File: config.mk
export PLATFORM = sky130hd
export DESIGN_NAME = fiber_tracker_cluster_decoder_top_flat
export DESIGN_NICKNAME = d
export VERILOG_FILES = /design/src/rtl/ftcd_pkg.sv /design/src/rtl/ftcd_in_if.sv /design/src/rtl/ftcd_out_if.sv /design/src/rtl/fiber_tracker_cluster_decoder_top.sv /design/src/rtl/ftcd_regs.sv /design/src/rtl/ftcd_ctrl.sv /design/src/rtl/ftcd_dpath.sv /design/src/flat_wrapper.sv
export SDC_FILE = /design/constraint.sdc
export NUM_CORES = 1
export LEC_CHECK = 0
export BUFFER_PORTS_ARGS = -buffer_cell sky130_fd_sc_hd__buf_4
export CORE_ASPECT_RATIO = 1.25
export CORE_UTILIZATION = 40
export DETAILED_ROUTE_END_ITERATION = 8
export PLACE_DENSITY = 0.72
export SYNTH_ARGS = -nofsm -noshare
export SYNTH_HDL_FRONTEND = slang
export SYNTH_SLANG_ARGS = --single-unit
export TNS_END_PERCENT = 50
File: constraint.sdc
create_clock -name clk_i -period 8.7 [get_ports clk_i]
set_clock_uncertainty 0.15 [all_clocks]
set_input_delay 1.305 -clock clk_i [delete_from_list [all_inputs] [get_ports clk_i]]
set_output_delay 1.305 -clock clk_i [all_outputs]
set_load 0.1 [all_outputs]
File: src/rtl/ftcd_pkg.sv
// ----------------------------------------------------------------------------
// ftcd_pkg
// Shared types, codes and constants of the fiber tracker cluster decoder.
// ----------------------------------------------------------------------------
package ftcd_pkg;

  // Result status codes
  localparam logic [1:0] STATUS_CLUSTER   = 2'd0;
  localparam logic [1:0] STATUS_OVERRUN   = 2'd1;
  localparam logic [1:0] STATUS_NO_MODULE = 2'd2;
  localparam logic [1:0] STATUS_CORRUPT   = 2'd3;

  // Pseudo sizes of plain results
  localparam logic [4:0] SIZE_FRAGMENT = 5'd0;
  localparam logic [4:0] SIZE_NORMAL   = 5'd4;

  // Highest module number that exists
  localparam logic [7:0] MAX_MODULE = 8'd5;

  // Register map: index is byte address bit 2
  localparam int unsigned ADDR_W = 3;
  localparam logic REG_DECODE_MODE = 1'b0;
  localparam logic REG_MAX_WIDTH   = 1'b1;

  localparam logic       DECODE_MODE_RST = 1'b1;
  localparam logic [3:0] MAX_WIDTH_RST   = 4'd4;
  localparam logic [3:0] WIDTH_MIN       = 4'd3;
  localparam logic [3:0] WIDTH_MAX       = 4'd8;

  typedef enum logic [1:0] {
    ST_IDLE,
    ST_DECODE,
    ST_EMIT
  } ctrl_state_e;

  // Configuration seen by the datapath (width already saturated)
  typedef struct packed {
    logic       mode;
    logic [3:0] width;
  } cfg_t;

  typedef struct packed {
    logic capture;
    logic decode;
    logic advance;
  } dp_cmd_t;

  typedef struct packed {
    logic has_result;
    logic out_last;
    logic out_busy;
  } dp_status_t;

endpackage

File: src/rtl/ftcd_in_if.sv
// ----------------------------------------------------------------------------
// ftcd_in_if
// Input channel: one bank word with its bank context per transaction.
// ----------------------------------------------------------------------------
interface ftcd_in_if;
  logic        valid;
  logic        ready;
  logic [15:0] word;
  logic [5:0]  source_id;
  logic        start_of_bank;
  logic [11:0] words_left;

  modport source (
    output valid, word, source_id, start_of_bank, words_left,
    input  ready
  );

  modport sink (
    input  valid, word, source_id, start_of_bank, words_left,
    output ready
  );
endinterface

File: src/rtl/ftcd_out_if.sv
// ----------------------------------------------------------------------------
// ftcd_out_if
// Result channel: one decoded cluster or status record per transaction.
// ----------------------------------------------------------------------------
interface ftcd_out_if;
  logic              valid;
  logic              ready;
  logic [2:0]        station;
  logic [1:0]        layer;
  logic [1:0]        quarter;
  logic [3:0]        module_res;
  logic [1:0]        mat;
  logic [1:0]        detector;
  logic signed [7:0] channel;
  logic              fraction;
  logic [4:0]        pseudo_size;
  logic [1:0]        status;
  logic              last_result;

  modport source (
    output valid, station, layer, quarter, module_res, mat, detector,
           channel, fraction, pseudo_size, status, last_result,
    input  ready
  );

  modport sink (
    input  valid, station, layer, quarter, module_res, mat, detector,
           channel, fraction, pseudo_size, status, last_result,
    output ready
  );
endinterface

File: src/rtl/fiber_tracker_cluster_decoder_top.sv
// ----------------------------------------------------------------------------
// fiber_tracker_cluster_decoder_top
// Readout bank word decoder producing cluster and status records.
// ----------------------------------------------------------------------------
// Usage:
//   in_i carries one bank word per transaction with its source id, a bank
//   start flag and the count of words left in the bank. out_o carries the
//   decoded records; last_result marks the final record of one word.
//   Registers on the APB port: decode mode at 0x0, max cluster width at 0x4.
// Timing:
//   A word is taken, decoded once the output register is free, and its first
//   record is registered onto out_o by the decode step. A fragmented span
//   gives one record per cycle while out_o is not stalled, up to 44, set by
//   the span stepping adder that walks the middle clusters. Words that give
//   no record (headers, held clusters, skipped modules) still pass the decode
//   state. The next word is taken while the last record of a word still waits.
// Reset:
//   Mode v3 with width 4; the parser expects a header. No clearing pass.
// Stall:
//   A stalled receiver holds the record on out_o; in_i ready drops once a
//   word is captured until its records can go out.
// ----------------------------------------------------------------------------
module fiber_tracker_cluster_decoder_top (
  input  logic                        clk_i,
  input  logic                        rst_ni,
  ftcd_in_if.sink                     in_i,
  ftcd_out_if.source                  out_o,
  input  logic                        psel,
  input  logic                        penable,
  input  logic                        pwrite,
  input  logic [ftcd_pkg::ADDR_W-1:0] paddr,
  input  logic [31:0]                 pwdata,
  output logic [31:0]                 prdata,
  output logic                        pready
);

  ftcd_pkg::cfg_t       cfg;
  ftcd_pkg::dp_cmd_t    cmd;
  ftcd_pkg::dp_status_t status;
  logic                 in_ready;

  assign in_i.ready = in_ready;

  ftcd_regs u_regs (
    .clk_i   (clk_i),
    .rst_ni  (rst_ni),
    .psel    (psel),
    .penable (penable),
    .pwrite  (pwrite),
    .paddr   (paddr),
    .pwdata  (pwdata),
    .prdata  (prdata),
    .pready  (pready),
    .cfg_o   (cfg)
  );

  ftcd_ctrl u_ctrl (
    .clk_i      (clk_i),
    .rst_ni     (rst_ni),
    .in_valid_i (in_i.valid),
    .in_ready_o (in_ready),
    .status_i   (status),
    .cmd_o      (cmd)
  );

  ftcd_dpath u_dpath (
    .clk_i           (clk_i),
    .rst_ni          (rst_ni),
    .cfg_i           (cfg),
    .cmd_i           (cmd),
    .status_o        (status),
    .word_i          (in_i.word),
    .source_id_i     (in_i.source_id),
    .start_of_bank_i (in_i.start_of_bank),
    .words_left_i    (in_i.words_left),
    .out_o           (out_o)
  );

endmodule

File: src/rtl/ftcd_regs.sv
// ----------------------------------------------------------------------------
// ftcd_regs
// APB configuration registers: decode mode and maximum cluster width.
// ----------------------------------------------------------------------------
module ftcd_regs (
  input  logic                      clk_i,
  input  logic                      rst_ni,
  input  logic                      psel,
  input  logic                      penable,
  input  logic                      pwrite,
  input  logic [ftcd_pkg::ADDR_W-1:0] paddr,
  input  logic [31:0]               pwdata,
  output logic [31:0]               prdata,
  output logic                      pready,
  output ftcd_pkg::cfg_t            cfg_o
);

  logic       mode_q;
  logic [3:0] width_q;
  logic       wr_en;

  assign pready = 1'b1;
  assign wr_en  = psel && penable && pwrite;

  always_ff @(posedge clk_i or negedge rst_ni) begin
    if (!rst_ni) begin
      mode_q  <= ftcd_pkg::DECODE_MODE_RST;
      width_q <= ftcd_pkg::MAX_WIDTH_RST;
    end else if (wr_en) begin
      unique case (paddr[2])
        ftcd_pkg::REG_DECODE_MODE: mode_q  <= pwdata[0];
        ftcd_pkg::REG_MAX_WIDTH:   width_q <= pwdata[3:0];
        default: ;
      endcase
    end
  end

  always_comb begin
    unique case (paddr[2])
      ftcd_pkg::REG_DECODE_MODE: prdata = {31'b0, mode_q};
      ftcd_pkg::REG_MAX_WIDTH:   prdata = {28'b0, width_q};
      default:                   prdata = '0;
    endcase
  end

  // Saturate width to its legal range
  always_comb begin
    cfg_o.mode = mode_q;
    if (width_q < ftcd_pkg::WIDTH_MIN) begin
      cfg_o.width = ftcd_pkg::WIDTH_MIN;
    end else if (width_q > ftcd_pkg::WIDTH_MAX) begin
      cfg_o.width = ftcd_pkg::WIDTH_MAX;
    end else begin
      cfg_o.width = width_q;
    end
  end

endmodule

File: src/rtl/ftcd_ctrl.sv
// ----------------------------------------------------------------------------
// ftcd_ctrl
// Sequencer: capture a word, decode it, then step through its results.
// ----------------------------------------------------------------------------
module ftcd_ctrl (
  input  logic                 clk_i,
  input  logic                 rst_ni,
  input  logic                 in_valid_i,
  output logic                 in_ready_o,
  input  ftcd_pkg::dp_status_t status_i,
  output ftcd_pkg::dp_cmd_t    cmd_o
);

  ftcd_pkg::ctrl_state_e state_q, state_d;

  always_ff @(posedge clk_i or negedge rst_ni) begin
    if (!rst_ni) begin
      state_q <= ftcd_pkg::ST_IDLE;
    end else begin
      state_q <= state_d;
    end
  end

  always_comb begin
    state_d    = state_q;
    in_ready_o = 1'b0;
    cmd_o      = '0;
    unique case (state_q)
      ftcd_pkg::ST_IDLE: begin
        in_ready_o = 1'b1;
        if (in_valid_i) begin
          cmd_o.capture = 1'b1;
          state_d       = ftcd_pkg::ST_DECODE;
        end
      end
      ftcd_pkg::ST_DECODE: begin
        // hold while the previous result still blocks the output register
        if (!status_i.out_busy) begin
          cmd_o.decode = 1'b1;
          state_d      = status_i.has_result ? ftcd_pkg::ST_EMIT : ftcd_pkg::ST_IDLE;
        end
      end
      ftcd_pkg::ST_EMIT: begin
        if (status_i.out_last) begin
          // last result waits in the output register: take the next word
          in_ready_o = 1'b1;
          if (in_valid_i) begin
            cmd_o.capture = 1'b1;
            state_d       = ftcd_pkg::ST_DECODE;
          end else if (!status_i.out_busy) begin
            state_d = ftcd_pkg::ST_IDLE;
          end
        end else if (!status_i.out_busy) begin
          cmd_o.advance = 1'b1;
        end
      end
      default: state_d = ftcd_pkg::ST_IDLE;
    endcase
  end

endmodule

File: src/rtl/ftcd_dpath.sv
// ----------------------------------------------------------------------------
// ftcd_dpath
// Parser state, word decode, fragment merge and span stepping, result register.
// ----------------------------------------------------------------------------
module ftcd_dpath (
  input  logic                 clk_i,
  input  logic                 rst_ni,
  input  ftcd_pkg::cfg_t       cfg_i,
  input  ftcd_pkg::dp_cmd_t    cmd_i,
  output ftcd_pkg::dp_status_t status_o,
  input  logic [15:0]          word_i,
  input  logic [5:0]           source_id_i,
  input  logic                 start_of_bank_i,
  input  logic [11:0]          words_left_i,
  ftcd_out_if.source           out_o
);

  // captured input
  logic [15:0] word_q;
  logic [5:0]  src_q;
  logic        sob_q;
  logic [11:0] wl_q;

  // parser state
  logic [3:0]  cl_q, cl_d;
  logic [11:0] hf_q, hf_d;
  logic        skip_q, skip_d;
  logic        pv_q, pv_d;
  logic        disc_q, disc_d;
  logic [8:0]  pw_q, pw_d;

  // result register
  logic              ov_q;
  logic              last_q;
  logic [2:0]        station_q;
  logic [1:0]        layer_q;
  logic [1:0]        quarter_q;
  logic [3:0]        mod_q;
  logic [1:0]        mat_q;
  logic [1:0]        det_q;
  logic signed [7:0] ch_q;
  logic              frac_q;
  logic [4:0]        size_q;
  logic [1:0]        stat_q;

  // queued results: span middles, then one final result
  logic       mid_act_q;
  logic [7:0] mid_ch_q;
  logic       mid_f_q;
  logic [6:0] fin_ch_q;
  logic       fin_f_q;
  logic [4:0] fin_size_q;
  logic [3:0] step_q;

  // decode outputs
  logic              res_first;
  logic signed [7:0] f_ch;
  logic              f_frac;
  logic [4:0]        f_size;
  logic [1:0]        f_stat;
  logic [3:0]        f_mod;
  logic [1:0]        f_mat;
  logic [1:0]        f_det;
  logic              q_second;
  logic              q_span;
  logic [4:0]        q_fin_size;

  logic [3:0]  cur_cl, cln;
  logic        cur_skip, cur_pv, cur_disc;
  logic [6:0]  c1, c2, diff;
  logic        f1, f2;
  logic [3:0]  m_minus1;
  logic [8:0]  merge_ch;
  logic [4:0]  wid;
  logic [7:0]  q_mid_ch;
  logic        mid_more;

  assign c1       = pw_q[6:0];
  assign f1       = pw_q[7];
  assign c2       = word_q[6:0];
  assign f2       = word_q[7];
  assign diff     = c2 - c1;
  assign m_minus1 = cfg_i.width - 4'd1;
  assign merge_ch = {2'b0, c1} + {2'b0, diff} - 9'd1 - {6'b0, m_minus1[3:1]};
  assign wid      = {diff[3:0], 1'b0} - 5'd1 + {4'b0, f2};
  assign q_mid_ch = {1'b0, c1} + {4'b0, cfg_i.width};

  // bank start clears the parser before the word is looked at
  assign cur_cl   = sob_q ? 4'd0 : cl_q;
  assign cur_skip = sob_q ? 1'b0 : skip_q;
  assign cur_pv   = sob_q ? 1'b0 : pv_q;
  assign cur_disc = sob_q ? 1'b0 : disc_q;
  assign cln      = cur_cl - 4'd1;

  always_comb begin
    cl_d       = cur_cl;
    hf_d       = hf_q;
    skip_d     = cur_skip;
    pv_d       = cur_pv;
    disc_d     = cur_disc;
    pw_d       = pw_q;
    res_first  = 1'b0;
    f_ch       = '0;
    f_frac     = 1'b0;
    f_size     = ftcd_pkg::SIZE_FRAGMENT;
    f_stat     = ftcd_pkg::STATUS_CLUSTER;
    f_mod      = hf_q[11:8];
    f_mat      = hf_q[7:6];
    f_det      = hf_q[5:4];
    q_second   = 1'b0;
    q_span     = 1'b0;
    q_fin_size = ftcd_pkg::SIZE_NORMAL;
    if (!cur_disc) begin
      if (cur_cl == 4'd0) begin
        if (wl_q == 12'd0 && word_q == 16'd0) begin
          // drop trailing padding
        end else if ({8'b0, word_q[3:0]} > wl_q) begin
          res_first = 1'b1;
          f_stat    = ftcd_pkg::STATUS_OVERRUN;
          f_mod     = word_q[11:8];
          f_mat     = word_q[7:6];
          f_det     = word_q[5:4];
          disc_d    = 1'b1;
          cl_d      = 4'd0;
          skip_d    = 1'b0;
          pv_d      = 1'b0;
        end else if (word_q[15:8] > ftcd_pkg::MAX_MODULE) begin
          res_first = 1'b1;
          f_stat    = ftcd_pkg::STATUS_NO_MODULE;
          f_mod     = word_q[11:8];
          f_mat     = word_q[7:6];
          f_det     = word_q[5:4];
          cl_d      = word_q[3:0];
          skip_d    = (word_q[3:0] != 4'd0);
        end else begin
          hf_d = word_q[11:0];
          cl_d = word_q[3:0];
        end
      end else begin
        cl_d = cln;
        if (cur_skip) begin
          if (cln == 4'd0) begin
            skip_d = 1'b0;
          end
        end else if (!cfg_i.mode) begin
          res_first = 1'b1;
          if (cur_pv) begin
            pv_d       = 1'b0;
            f_ch       = {1'b0, c1};
            f_frac     = f1;
            f_size     = ftcd_pkg::SIZE_NORMAL;
            q_second   = 1'b1;
            q_fin_size = word_q[8] ? ftcd_pkg::SIZE_FRAGMENT : ftcd_pkg::SIZE_NORMAL;
          end else begin
            f_ch   = {1'b0, c2};
            f_frac = f2;
            f_size = word_q[8] ? ftcd_pkg::SIZE_FRAGMENT : ftcd_pkg::SIZE_NORMAL;
          end
        end else if (cur_pv) begin
          pv_d      = 1'b0;
          res_first = 1'b1;
          if (word_q[8]) begin
            if (c2 < c1) begin
              f_ch   = {1'b0, c1};
              f_frac = f1;
              f_stat = ftcd_pkg::STATUS_CORRUPT;
              disc_d = 1'b1;
              cl_d   = 4'd0;
              skip_d = 1'b0;
            end else if (c2 == c1) begin
              f_ch   = {1'b0, c1};
              f_frac = f1;
              f_stat = ftcd_pkg::STATUS_CORRUPT;
            end else if (diff > {3'b0, cfg_i.width}) begin
              // long span: left edge now, middles and right edge queued
              f_ch       = {1'b0, c1};
              f_frac     = f1;
              q_second   = 1'b1;
              q_span     = 1'b1;
              q_fin_size = ftcd_pkg::SIZE_FRAGMENT;
            end else begin
              f_ch   = merge_ch[7:0];
              f_frac = f2;
              f_size = wid;
            end
          end else begin
            f_ch   = {1'b0, c1};
            f_frac = f1;
            f_size = ftcd_pkg::SIZE_NORMAL;
            if (cln != 4'd0) begin
              pv_d = 1'b1;
              pw_d = word_q[8:0];
            end else begin
              q_second = 1'b1;
            end
          end
        end else begin
          if (!word_q[8] && cln != 4'd0) begin
            pv_d = 1'b1;
            pw_d = word_q[8:0];
          end else begin
            res_first = 1'b1;
            f_ch      = {1'b0, c2};
            f_frac    = f2;
            f_size    = ftcd_pkg::SIZE_NORMAL;
          end
        end
      end
    end
  end

  assign mid_more = mid_act_q && (mid_ch_q < {1'b0, fin_ch_q});

  always_ff @(posedge clk_i) begin
    if (cmd_i.capture) begin
      word_q <= word_i;
      src_q  <= source_id_i;
      sob_q  <= start_of_bank_i;
      wl_q   <= words_left_i;
    end
    if (cmd_i.decode) begin
      pw_q <= pw_d;
    end
  end

  always_ff @(posedge clk_i or negedge rst_ni) begin
    if (!rst_ni) begin
      cl_q   <= '0;
      hf_q   <= '0;
      skip_q <= 1'b0;
      pv_q   <= 1'b0;
      disc_q <= 1'b0;
    end else if (cmd_i.decode) begin
      cl_q   <= cl_d;
      hf_q   <= hf_d;
      skip_q <= skip_d;
      pv_q   <= pv_d;
      disc_q <= disc_d;
    end
  end

  // result valid, last flag and span activity
  always_ff @(posedge clk_i or negedge rst_ni) begin
    if (!rst_ni) begin
      ov_q      <= 1'b0;
      last_q    <= 1'b0;
      mid_act_q <= 1'b0;
    end else if (cmd_i.decode && res_first) begin
      ov_q      <= 1'b1;
      last_q    <= !q_second;
      mid_act_q <= q_span;
    end else if (cmd_i.advance) begin
      last_q <= !mid_more;
      if (!mid_more) begin
        mid_act_q <= 1'b0;
      end
    end else if (ov_q && out_o.ready) begin
      ov_q <= 1'b0;
    end
  end

  // result payload and queued results
  always_ff @(posedge clk_i) begin
    if (cmd_i.decode && res_first) begin
      station_q  <= {1'b0, src_q[5:4]} + 3'd1;
      layer_q    <= src_q[3:2];
      quarter_q  <= src_q[1:0];
      mod_q      <= f_mod;
      mat_q      <= f_mat;
      det_q      <= f_det;
      ch_q       <= f_ch;
      frac_q     <= f_frac;
      size_q     <= f_size;
      stat_q     <= f_stat;
      mid_ch_q   <= q_mid_ch;
      mid_f_q    <= f1;
      fin_ch_q   <= c2;
      fin_f_q    <= f2;
      fin_size_q <= q_fin_size;
      step_q     <= cfg_i.width;
    end else if (cmd_i.advance) begin
      stat_q <= ftcd_pkg::STATUS_CLUSTER;
      if (mid_more) begin
        ch_q     <= mid_ch_q;
        frac_q   <= mid_f_q;
        size_q   <= ftcd_pkg::SIZE_FRAGMENT;
        mid_ch_q <= mid_ch_q + {4'b0, step_q};
      end else begin
        ch_q   <= {1'b0, fin_ch_q};
        frac_q <= fin_f_q;
        size_q <= fin_size_q;
      end
    end
  end

  assign status_o.has_result = res_first;
  assign status_o.out_last   = last_q;
  assign status_o.out_busy   = ov_q && !out_o.ready;

  assign out_o.valid       = ov_q;
  assign out_o.station     = station_q;
  assign out_o.layer       = layer_q;
  assign out_o.quarter     = quarter_q;
  assign out_o.module_res  = mod_q;
  assign out_o.mat         = mat_q;
  assign out_o.detector    = det_q;
  assign out_o.channel     = ch_q;
  assign out_o.fraction    = frac_q;
  assign out_o.pseudo_size = size_q;
  assign out_o.status      = stat_q;
  assign out_o.last_result = last_q;

endmodule

File: src/flat_wrapper.sv
// flat-port wrapper written by rule: the top's interface ports become plain ports
module fiber_tracker_cluster_decoder_top_flat 
  (clk_i, rst_ni, psel, penable, pwrite, paddr, pwdata, prdata, pready, in_i_valid, in_i_word, in_i_source_id, in_i_start_of_bank, in_i_words_left, in_i_ready, out_o_valid, out_o_station, out_o_layer, out_o_quarter, out_o_module_res, out_o_mat, out_o_detector, out_o_channel, out_o_fraction, out_o_pseudo_size, out_o_status, out_o_last_result, out_o_ready);
  ftcd_in_if in_i_i ();
  ftcd_out_if out_o_i ();
  input  logic clk_i;
  input  logic rst_ni;
  input  logic psel;
  input  logic penable;
  input  logic pwrite;
  input  logic [ftcd_pkg::ADDR_W-1:0] paddr;
  input  logic [31:0] pwdata;
  output logic [31:0] prdata;
  output logic pready;
  input wire logic [$bits(in_i_i.valid)-1:0] in_i_valid;
  input wire logic [$bits(in_i_i.word)-1:0] in_i_word;
  input wire logic [$bits(in_i_i.source_id)-1:0] in_i_source_id;
  input wire logic [$bits(in_i_i.start_of_bank)-1:0] in_i_start_of_bank;
  input wire logic [$bits(in_i_i.words_left)-1:0] in_i_words_left;
  output wire logic [$bits(in_i_i.ready)-1:0] in_i_ready;
  output wire logic [$bits(out_o_i.valid)-1:0] out_o_valid;
  output wire logic [$bits(out_o_i.station)-1:0] out_o_station;
  output wire logic [$bits(out_o_i.layer)-1:0] out_o_layer;
  output wire logic [$bits(out_o_i.quarter)-1:0] out_o_quarter;
  output wire logic [$bits(out_o_i.module_res)-1:0] out_o_module_res;
  output wire logic [$bits(out_o_i.mat)-1:0] out_o_mat;
  output wire logic [$bits(out_o_i.detector)-1:0] out_o_detector;
  output wire logic [$bits(out_o_i.channel)-1:0] out_o_channel;
  output wire logic [$bits(out_o_i.fraction)-1:0] out_o_fraction;
  output wire logic [$bits(out_o_i.pseudo_size)-1:0] out_o_pseudo_size;
  output wire logic [$bits(out_o_i.status)-1:0] out_o_status;
  output wire logic [$bits(out_o_i.last_result)-1:0] out_o_last_result;
  input wire logic [$bits(out_o_i.ready)-1:0] out_o_ready;
  assign in_i_i.valid = in_i_valid;
  assign in_i_i.word = in_i_word;
  assign in_i_i.source_id = in_i_source_id;
  assign in_i_i.start_of_bank = in_i_start_of_bank;
  assign in_i_i.words_left = in_i_words_left;
  assign in_i_ready = in_i_i.ready;
  assign out_o_valid = out_o_i.valid;
  assign out_o_station = out_o_i.station;
  assign out_o_layer = out_o_i.layer;
  assign out_o_quarter = out_o_i.quarter;
  assign out_o_module_res = out_o_i.module_res;
  assign out_o_mat = out_o_i.mat;
  assign out_o_detector = out_o_i.detector;
  assign out_o_channel = out_o_i.channel;
  assign out_o_fraction = out_o_i.fraction;
  assign out_o_pseudo_size = out_o_i.pseudo_size;
  assign out_o_status = out_o_i.status;
  assign out_o_last_result = out_o_i.last_result;
  assign out_o_i.ready = out_o_ready;
  fiber_tracker_cluster_decoder_top u_core (.clk_i(clk_i), .rst_ni(rst_ni), .in_i(in_i_i), .out_o(out_o_i), .psel(psel), .penable(penable), .pwrite(pwrite), .paddr(paddr), .pwdata(pwdata), .prdata(prdata), .pready(pready));
endmodule
=== Word-level counts from Yosys, hierarchy flattened ===
Index checks and enable logic that the tools add are counted.

* Flip-flop bits (word level): 129
* Bits of input ports: 77
* Output and inout port bits: 67
* Word-level logic and storage cells: 277

* $add $sub $neg: 11
* Magnitude comparators: 7
* Eq/ne operators: 11
* Multiplexer cells: 177
* Bitwise gates (word level): 7
* Reduce and logical (&&, ||, !) cells: 32

{| class="wikitable"
|+ Operators with widths
! operator !! count
|-
| 8-bit 2-to-1 mux || 19
|-
| 1-bit 2-to-1 mux || 84
|-
| 4-bit 2-to-1 mux || 17
|-
| 5-bit 2-to-1 mux || 13
|-
| 32-bit case mux with 2 select lines || 1
|-
| 2-bit 2-to-1 mux || 29
|-
| 3-bit 2-to-1 mux || 9
|-
| 16-bit logical NOT || 1
|-
| 7-bit 2-to-1 mux || 2
|-
| 4-bit by 12-bit > comparator with 1-bit output || 1
|-
| 12-bit logical NOT || 1
|-
| 2-bit inequality test (second input constant) || 5
|-
| 2-bit AND reduction || 5
|-
| 7-bit by 4-bit adder with 8-bit output || 1
|-
| 7-bit by 7-bit adder with 8-bit output || 1
|-
| 8-bit by 4-bit adder with 8-bit output || 1
|-
| 8-bit by 3-bit > comparator with 1-bit output (second input constant) || 1
|-
| 1-bit logical AND || 8
|-
| 4-bit logical NOT || 2
|-
| 8-bit by 7-bit < comparator with 1-bit output || 1
|-
| 8-bit AND reduction || 1
|-
| 2-bit nonzero test || 4
|-
| 4-bit nonzero test || 2
|-
| 4-bit by 1-bit subtractor with 4-bit output (second input constant) || 2
|-
| other kinds (23) || 34
|}

=== Logic depth before layout (Yosys ltp) ===
Gate-level depths: netlist of run 1.

* Depth after elaboration: 15
* Depth in mapped cells: 17
* Gate-level depth less buffers: 17

=== Modules after synthesis ===
Synthesis of run 1 repeated with hierarchy kept, for this count alone.

* Cell total of the unflattened synthesis: 638
* Area, all modules: 7034.2 sq um

{| class="wikitable"
|+ Modules (own cells, without submodules)
! module !! instances !! cells each !! area an instance (sq um) !! seq. area each (sq um)
|-
| ftcd_dpath || 1 || 572 || 6418.7 || 3333.2
|-
| ftcd_regs || 1 || 54 || 499.2 || 127.6
|-
| ftcd_ctrl || 1 || 12 || 116.4 || 50.0
|}

=== Worst setup path after synthesis of run 1 ===
OpenSTA, ideal clock, no wires.

* Path kind: input to output
* From: input port paddr[2] in the netlist's numbering
* To: output port prdata[0]
* Arrival time: 3.418 ns
* Required time: 7.245 ns
* Slack: 3.827 ns
* Cell stages on the path: 1
* Buffers on the path: 0
* Cells stage by stage: o21ai_0

* Longest elaborated chain between the ends: 2

{| class="wikitable"
|+ Ends and longest elaborated chain
! what !! RTL line !! RTL
|-
| start, declared || flat_wrapper.sv:11 || <nowiki>input logic [ftcd_pkg::ADDR_W-1:0] paddr;</nowiki>
|-
| 1-bit inverter || n/a ||
|-
| 32-bit case mux with 2 select lines (*) || ftcd_regs.sv:39 || <nowiki>unique case (paddr[2])</nowiki>
|-
| end, declared || flat_wrapper.sv:13 || <nowiki>output logic [31:0] prdata;</nowiki>
|}

Every way passes the cells marked *; elsewhere a longest branch is shown, timed or not. The select of a mux whose other input is x is not followed.

=== Final worst setup path of run 1 ===
* From: register u_core.u_dpath.word_q[0]
* To: register u_core.u_dpath.ch_q[6] (netlist: u_core.u_dpath.out_o.channel[6]) (data pin)

* Longest elaborated chain between the ends: 14
* Elaborated cells on any way between the ends: 25
* Classes of those cells: 4 x add/sub; 3 x order compare; 1 x eq/ne; 14 x mux; 3 x reduce/logical

{| class="wikitable"
|+ Ends and longest elaborated chain
! what !! RTL line !! RTL
|-
| start, declared || ftcd_dpath.sv:19 || <nowiki>logic [15:0] word_q;</nowiki>
|-
| start signal, assigned || ftcd_dpath.sv:216 || <nowiki>word_q <= word_i;</nowiki>
|-
| 7-bit subtractor || ftcd_dpath.sv:82 || <nowiki>assign diff = c2 - c1;</nowiki>
|-
| 7-bit by 7-bit adder with 8-bit output || ftcd_dpath.sv:84 || <nowiki>assign merge_ch = {2'b0, c1} + {2'b0, diff} - 9'd1 - {6'b0, m_minus1[3:1]};</nowiki>
|-
| 8-bit by 1-bit subtractor with 8-bit output || ftcd_dpath.sv:84 ||
|-
| 8-bit by 3-bit subtractor with 8-bit output || ftcd_dpath.sv:84 ||
|-
| 8-bit 2-to-1 mux || ftcd_dpath.sv:174 || <nowiki>end else if (diff > {3'b0, cfg_i.width}) begin</nowiki>
|-
| 8-bit 2-to-1 mux || ftcd_dpath.sv:170 || <nowiki>end else if (c2 == c1) begin</nowiki>
|-
| 8-bit 2-to-1 mux || ftcd_dpath.sv:163 || <nowiki>if (c2 < c1) begin</nowiki>
|-
| 8-bit 2-to-1 mux || ftcd_dpath.sv:162 || <nowiki>if (word_q[8]) begin</nowiki>
|-
| 8-bit 2-to-1 mux || ftcd_dpath.sv:159 || <nowiki>end else if (cur_pv) begin</nowiki>
|-
| 8-bit 2-to-1 mux || ftcd_dpath.sv:145 || <nowiki>end else if (!cfg_i.mode) begin</nowiki>
|-
| 8-bit 2-to-1 mux || ftcd_dpath.sv:141 || <nowiki>if (cur_skip) begin</nowiki>
|-
| 8-bit 2-to-1 mux || ftcd_dpath.sv:114 || <nowiki>if (cur_cl == 4'd0) begin</nowiki>
|-
| 8-bit 2-to-1 mux || ftcd_dpath.sv:113 || <nowiki>if (!cur_disc) begin</nowiki>
|-
| 8-bit 2-to-1 mux (*) || ftcd_dpath.sv:264 || <nowiki>if (cmd_i.decode && res_first) begin</nowiki>
|-
| end signal, assigned || ftcd_dpath.sv:271 || <nowiki>ch_q <= f_ch;</nowiki>
|-
| end signal, assigned || ftcd_dpath.sv:284 || <nowiki>ch_q <= mid_ch_q;</nowiki>
|-
| end signal, assigned || ftcd_dpath.sv:289 || <nowiki>ch_q <= {1'b0, fin_ch_q};</nowiki>
|-
| end, declared || ftcd_dpath.sv:41 || <nowiki>logic signed [7:0] ch_q;</nowiki>
|}

Every way passes the cells marked *; elsewhere a longest branch is shown, timed or not.
A chain may end at the register's enable or synchronous reset.

==> results of run 1 <==
-- metrics by stage --
stage	worst slack, ns	hold slack [ns]	utilization	std cells	cell area [um^2]
4_1_cts	4.33	0.272	0.489	928	8300
3_5_place_dp	4.36	0.256	0.455	896	7720
2_1_floorplan	3.83	0.250	-	635	7100
5_1_grt	4.04	0.289	0.489	928	8300
3_3_place_gp	4.41	0.252	0.455	896	7720
6_report	4.36	0.270	0.489	928	8300
-- layout make-up --
class | count | area share
clock buffers | 17 | 0.0513
clock inverters | 15 | 0.0187
inverters | 49 | 0.0225
multi-input cells | 420 | 0.374
flip-flops and latches | 121 | 0.423
well taps | 220 | 0.0332
repair buffers | 86 | 0.0778
-- layer usage --
layer,part of all wire,vias up,global-route usage
li1,-,2352,-
met4,0.033,0,0.0914
met1,0.40,2303,0.199
met2,0.51,174,0.309
met3,0.056,36,0.0511
met5,0,-,0
-- placed cells by master (no fill, tap or decap), drive strengths merged, types with 6 or more instances in the layout --
cell type	Yosys	routed
nor4	9	9
nor2	36	36
o21ai	21	21
edfxtp	96	96
nor2b	10	10
buf	37	86
xor2	11	11
a21o	9	9
o21a	6	6
xnor2	14	14
nor3b	6	6
mux2i	11	11
fa	6	6
a21oi	36	36
inv	49	58
ha	42	42
nand2	43	43
a31oi	11	11
conb	2	30
o221ai	6	6
nor3	7	7
nand3	13	13
mux2	20	20
clkbuf	8	17
and2	6	6
dfrtp	23	23
-- sequential cells by signal, summed over array words and instances, names as in the netlist, 3 cells and up --
register	count
u_core.u_dpath.hf_q	8
u_core.u_regs.width_q	4
u_core.u_dpath.out_o.channel	8
u_core.u_dpath.fin_ch_q	7
u_core.u_dpath.cl_q	4
u_core.u_dpath.out_o.module_res	4
u_core.u_dpath.pw_q	8
u_core.u_dpath.step_q	4
u_core.u_dpath.word_q	16
u_core.u_dpath.out_o.pseudo_size	5
u_core.u_dpath.src_q	6
u_core.u_dpath.mid_ch_q	8
u_core.u_dpath.out_o.station	3
u_core.u_dpath.wl_q	12
-- worst max-delay path, stage by stage (launching register included) --
cell	delay, ns
edfxtp_1	0.57
inv_1	0.17
ha_1	0.20
inv_1	0.06
fa_1	0.42
xor2_1	0.41
fa_1	0.54
ha_1	0.32
a21o_1	0.17
a21oi_1	0.23
o21bai_1	0.09
a21oi_1	0.20
xnor2_1	0.17
nor3_1	0.07
o32ai_1	0.38
-- report_power, final --
part / leakage [nW] / switching (W) / internal, W / total (W)
Combinational: 1.97 / 0.000778 / 0.000329 / 0.00111
Clock: 0.287 / 0.000283 / 0.000404 / 0.000687
Sequential: 1.21 / 0.0000880 / 0.000790 / 0.000878
-- cells by family (layout without fill, tap and decap cells) --
kind of cell	after synthesis	in the layout	share of synthesized area
flip-flops	121	121	0.502
XOR/XNOR	25	25	0.0313
multiplexers	31	31	0.0479
AO/OA/AOI/OAI	133	133	0.140
AND/OR/NAND/NOR	153	153	0.116
buffers and inverters	94	167	0.0706
adder cells (fa/ha/maj)	48	48	0.0922
other	2	30	0.00107
-- worst min-delay path by stage --
stage / from / endpoint / cells past startpoint / slack [ns]
6_report: u_core.u_dpath.src_q[3] / u_core.u_dpath.out_o.layer[1] / 0 / 0.27
5_1_grt: u_core.u_dpath.src_q[2] / u_core.u_dpath.out_o.layer[0] / 0 / 0.29
4_1_cts: u_core.u_dpath.src_q[3] / u_core.u_dpath.out_o.layer[1] / 0 / 0.27
3_5_place_dp: u_core.u_dpath.src_q[3] / u_core.u_dpath.out_o.layer[1] / 0 / 0.26
3_3_place_gp: u_core.u_dpath.src_q[0] / u_core.u_dpath.out_o.quarter[0] / 0 / 0.25
2_1_floorplan: u_core.u_dpath.src_q[2] / u_core.u_dpath.out_o.layer[0] / 0 / 0.25
==> metrics.md, run 1 <==
| Metric | Value |
|---|---|
| Outcome | finished, final reports clean |
| Register area | 3510 um^2 |
| FF+latch count, synth | 121 |
| Synth warnings | 0 |
| Global route overflow | 0 |
| Die area | 18000 um^2 |
| Initial Utilization | 0.412 |
| CTS tree | done |
| CTS sink cnt | 121 |
| GR Util All Layers | 0.178 |
| Post-synthesis cell count | 607 |
| Syn avg cell area | 11.5 um^2 |
| Resized cells post-CTS | 0 |
| Crit Path Class | reg2reg |
| Chip Height | 150 um |
| Share of cells above drive strength 1 | 0.223 |
| Site row count | 53 |
| Worst reg2reg path startpoint | u_core.u_dpath.word_q[0] |
| Via density | 5.24 |
| Hold WC Path Type | reg2reg |
| Max-slew headroom at the worst pin | 0.451 |
| Maxcap violations | 0 |
| CP arrival | 4.40 ns |
| Crit path launch type | flop |
| CTS clock-pin slew for the worst setup and hold paths | 0.06 ns |
| Hold Buf Count CTS | 0 |
| Pwr Total | 0.00267 W |
| CTS max path bufs | 2 |
| # fillers | 1585 |
| Setup tns final | 0 ns |
| Final net count | 820 |
| Root cell of the clock tree | clkbuf_16 |
| Core Area | 17000 um^2 |
| CTS buffer count | 17 |
| Peak Freq | 230 MHz |
| Worst VDD drop | 0.209 mV |
| Die Width | 120 um |
| Most frequent cells after synthesis | 96 x edfxtp_1, 48 x inv_1, 42 x ha_1, 41 x nand2_1, 36 x nor2_1 |
| Post CTS Setup Buffer Count | 0 |
| Diode count | 0 |
| Multi-input logic area | 3100 um^2 |
| Sequential-to-total area share from yosys stat | 0.502 |
| Synth Flop Type | edfxtp_1 |
| DP Wirelength | 11200 um |
| Crit path capture | u_core.u_dpath.out_o.channel[6] |
| # DRC | 0 |
| Initial DRC count | 260 |
| Vias in the first global route | 4824 |
| Wire per inst | 16.3 um |
| Leak | 3.46 nW |
| Worst Setup End Kind | flop |
| Final setup fails | 0 |
| Post-Route WL | 15100 um |
| Slew @ Worst Pin | 0.824 ns |
| Post-synth EDFFs | 96 |
| Post-synth ARST share | 0.207 |
| Area Growth Syn to Fin | 18.6% |
| Routed Antenna Nets | 0 |
| Flop-to-flop setup slack | 4.36 ns |
| Placer congestion estimate | 0.931 |
| Final Critical Period | 4.34 ns |
| Worst-Skew Late Latency | 0.42 ns |
| CP required | 8.76 ns |
| First drt pass iteration count | 5 |
| Most numerous cell in the Yosys netlist | edfxtp_1 |
| RSZ-0062 raised after global routing | false |
| Setup crit start | u_core.u_dpath.word_q[0] |
| Distinct cells, synth | 78 |
| Largest net degree at the start of global routing | 46 |
| Post-synth top area share | 0.412 |
| First-pass GRT wire length | 24100 um |
| Final worst-path cycle share | 0.499 |
| Initial antenna violation count | 0 |
| Largest area contributor in the netlist | edfxtp_1 |
| # port buffers | 84 |
| Top cells by area, synth | edfxtp_1 41%, dfrtp_1 8.2%, ha_1 7.5% |
| I/O pins | 144 |
| Cell area after synthesis | 7000 um^2 |
| Vias | 4865 |
| Worst Reg-to-Reg Cells | 14 |
| Max Slew Vio Count | 0 |
| Max FO, Critical Path | 7 |
| FF-to-FF End | u_core.u_dpath.out_o.channel[6] |
| P per Cell Area | 322 nW/um^2 |
| Hold Vio Cnt, Final | 0 |
| Max H-tree Level | 4 |
No activity file was read; power rests on OpenSTA's default activity.
==> inputs of run 2 (changes only) <==
--- a/config.mk
+++ b/config.mk
@@ -9,7 +9,7 @@
 export CORE_ASPECT_RATIO = 1.25
 export CORE_UTILIZATION = 40
 export DETAILED_ROUTE_END_ITERATION = 8
-export PLACE_DENSITY = 0.72
+export PLACE_DENSITY = 0.75
 export SYNTH_ARGS = -nofsm -noshare
 export SYNTH_HDL_FRONTEND = slang
 export SYNTH_SLANG_ARGS = --single-unit
==> constraint.sdc (replaced) <==
create_clock -name clk_i -period 3.7 [get_ports clk_i]
set_clock_uncertainty 0.15 [all_clocks]
set_input_delay 0.555 -clock clk_i [delete_from_list [all_inputs] [get_ports clk_i]]
set_output_delay 0.555 -clock clk_i [all_outputs]
set_load 0.1 [all_outputs]
==> metrics.md, run 2 (synthesis gave the netlist of run 1 again) <==
| Metric | Value |
|---|---|
| Largest net degree at the start of global routing | 35 |
| Fin cells | 973 |
| P_sw | 0.00275 W |
| Placer congestion estimate | 0.898 |
| Leak | 3.65 nW |
| Pre-CTS WS | -0.0763 ns |
| Top flop regs | u_core.u_dpath.word_q (16), u_core.u_dpath.wl_q (12) |
| Initial DRC count | 262 |
| Worst Reg-to-Reg Cells | 19 |
| Area Growth Syn to Fin | 24.4% |
| I/O pins | 144 |
| Logic pwr share | 0.446 |
| Root cell of the clock tree | clkbuf_16 |
| Hold WC Path Type | in2reg |
| Worst reg2reg path startpoint | u_core.u_dpath.word_q[0] |
| Share of cells above drive strength 1 | 0.296 |
| Worst VDD drop | 0.365 mV |
| Switching Fraction | 0.430 |
| Peak Freq | 273 MHz |
| Dpl cells | 933 |
| Maxcap violations | 0 |
| RSZ-0062 raised after global routing | true |
| Crit Path Class | reg2reg |
| Max H-tree Level | 4 |
| CTS buffer count | 17 |
| CTS clock-pin slew for the worst setup and hold paths | 0.06 ns |
| Placed cell area | 8000 um^2 |
| Setup tns final | 0 ns |
| Hold-critical path depth | 1 |
| CTS sink cnt | 121 |
| Worst-Skew Late Latency | 0.43 ns |
| Final Critical Period | 3.67 ns |
| CP required | 3.80 ns |
| Flop-to-flop setup slack | 0.03 ns |
| First drt pass iteration count | 5 |
| GR Util All Layers | 0.182 |
| CTS tree | done |
| Die Width | 120 um |
| Final setup fails | 0 |
| Initial Utilization | 0.412 |
| First-pass GRT wire length | 24700 um |
| Commonest non-fill, non-tap cell in the layout | buf_4 |
| Final net count | 865 |
| Seq pwr share | 0.318 |
| Hold EP | u_core.u_dpath.wl_q[9] |
| Die area | 18000 um^2 |
| Min Hold Slack | 0.151 ns |
| Design area | 8710 um^2 |
| Max reg flops | 16 |
| Max-slew headroom at the worst pin | 0.559 |
| Global route overflow | 0 |
| # DRC | 0 |
| Routed Antenna Nets | 0 |
| Worst Setup End Kind | flop |
| Via density | 5.30 |
| Site row count | 53 |
| FF-to-FF End | u_core.u_dpath.out_o.pseudo_size[2] |
| Internal | 0.00364 W |
| Wire per inst | 16.3 um |
| Most frequent cells in the layout | 130 x buf_4, 96 x edfxtp_1, 47 x inv_1 |
| Core Area | 17000 um^2 |
| Slew @ Worst Pin | 0.659 ns |
| Diode count | 0 |
| Max FO, Critical Path | 6 |
| # port buffers | 84 |
| Hold Vio Cnt, Final | 0 |
| Post-route worst setup slack | 0.0325 ns |
| CP arrival | 3.76 ns |
| Post-Route WL | 15900 um |
| Max Slew Vio Count | 0 |
| Chip Height | 150 um |
| Clock power share | 0.236 |
| Vias | 5161 |
| DP Wirelength | 11800 um |
| Hold Startpoint | in_i_words_left[9] |
| P per Cell Area | 734 nW/um^2 |
| Crit path launch type | flop |
| Reg with most FFs | u_core.u_dpath.word_q |
| Outcome | finished, final reports clean |
| Initial antenna violation count | 0 |
| Vias in the first global route | 4999 |
| CTS max path bufs | 2 |
| Final worst-path cycle share | 0.991 |
-- run 2: cell count changes in the layout (fill, tap and decap cells not counted), sizes merged --
cell / previous run / this run
bufinv: 1 / 0
clkbuf: 17 / 18
clkinvlp: 0 / 3
inv: 58 / 55
buf: 86 / 130
dlygate4sd3: 0 / 1
-- run 2: per-layer routing --
layer	vias to the layer above	wire length, um	global-route usage
met2	181	8240	0.318
met3	44	829	0.0423
met1	2497	6180	0.200
met4	0	637	0.109
li1	2439	-	-
met5	-	0	0
-- run 2: critical path, stage by stage, from the launching register on --
cell      delay, ns
edfxtp_1       0.41
inv_2          0.09
ha_2           0.17
inv_1          0.05
fa_2           0.36
buf_4          0.15
a21o_1         0.16
a21oi_2        0.14
xor2_1         0.24
buf_4          0.16
buf_4          0.10
buf_4          0.09
buf_4          0.09
buf_4          0.09
buf_4          0.09
o2111a_2       0.31
buf_4          0.17
a31oi_1        0.08
o21a_1         0.20
o22ai_1        0.19
-- run 2: through the flow --
step / power (W) / util
3_5_place_dp: 0.00478 / 0.471
2_1_floorplan: 0.00415 / -
6_report: 0.00639 / 0.513
3_3_place_gp: 0.00474 / 0.471
4_1_cts: 0.00635 / 0.507
5_1_grt: 0.00672 / 0.513
-- run 2: area by class of cell --
cell class | count | area (um^2)
timing repair buffer | 131 | 986
clock buffer | 18 | 429
sequential | 121 | 3510
fill | 1531 | 8270
multi-input combinational | 420 | 3200
inverter | 49 | 186
clock inverter | 14 | 114
tap | 220 | 275
-- run 2: timing repair --
item / 4_1_cts / 5_1_grt
hold endpoints to repair: 23 / 0
setup buffers: 6 / 1
gates resized for setup: 5 / 17
pin swaps: 2 / 7
setup endpoints to repair: 7 / 12
gates cloned: 0 / 0
hold buffers: 1 / 0
-- run 2: how the worst max path moves through the flow --
stage / startpoint / slack, ns / end / depth (start not counted)
floorplan: u_core.u_regs.mode_q / -0.08 / prdata[0] / 3
global placement: u_core.u_dpath.word_q[0] / -0.01 / u_core.u_dpath.out_o.channel[5] / 14
detailed placement: u_core.u_dpath.word_q[0] / -0.08 / u_core.u_dpath.out_o.channel[5] / 14
CTS: u_core.u_dpath.word_q[0] / 0.006 / u_core.u_dpath.out_o.channel[5] / 14
global route: u_core.u_dpath.word_q[0] / -0.07 / u_core.u_dpath.out_o.channel[0] / 13
finish: u_core.u_dpath.word_q[0] / 0.03 / u_core.u_dpath.out_o.pseudo_size[2] / 19
-- run 2: power groups by stage --
stage	logic, W	registers, W	clock network [W]
after CTS	0.00279	0.00203	0.00153
after global routing	0.00308	0.00206	0.00158
after floorplan	0.00150	0.00265	0
final	0.00285	0.00203	0.00151
after global placement	0.00269	0.00205	0
after detailed placement	0.00273	0.00205	0
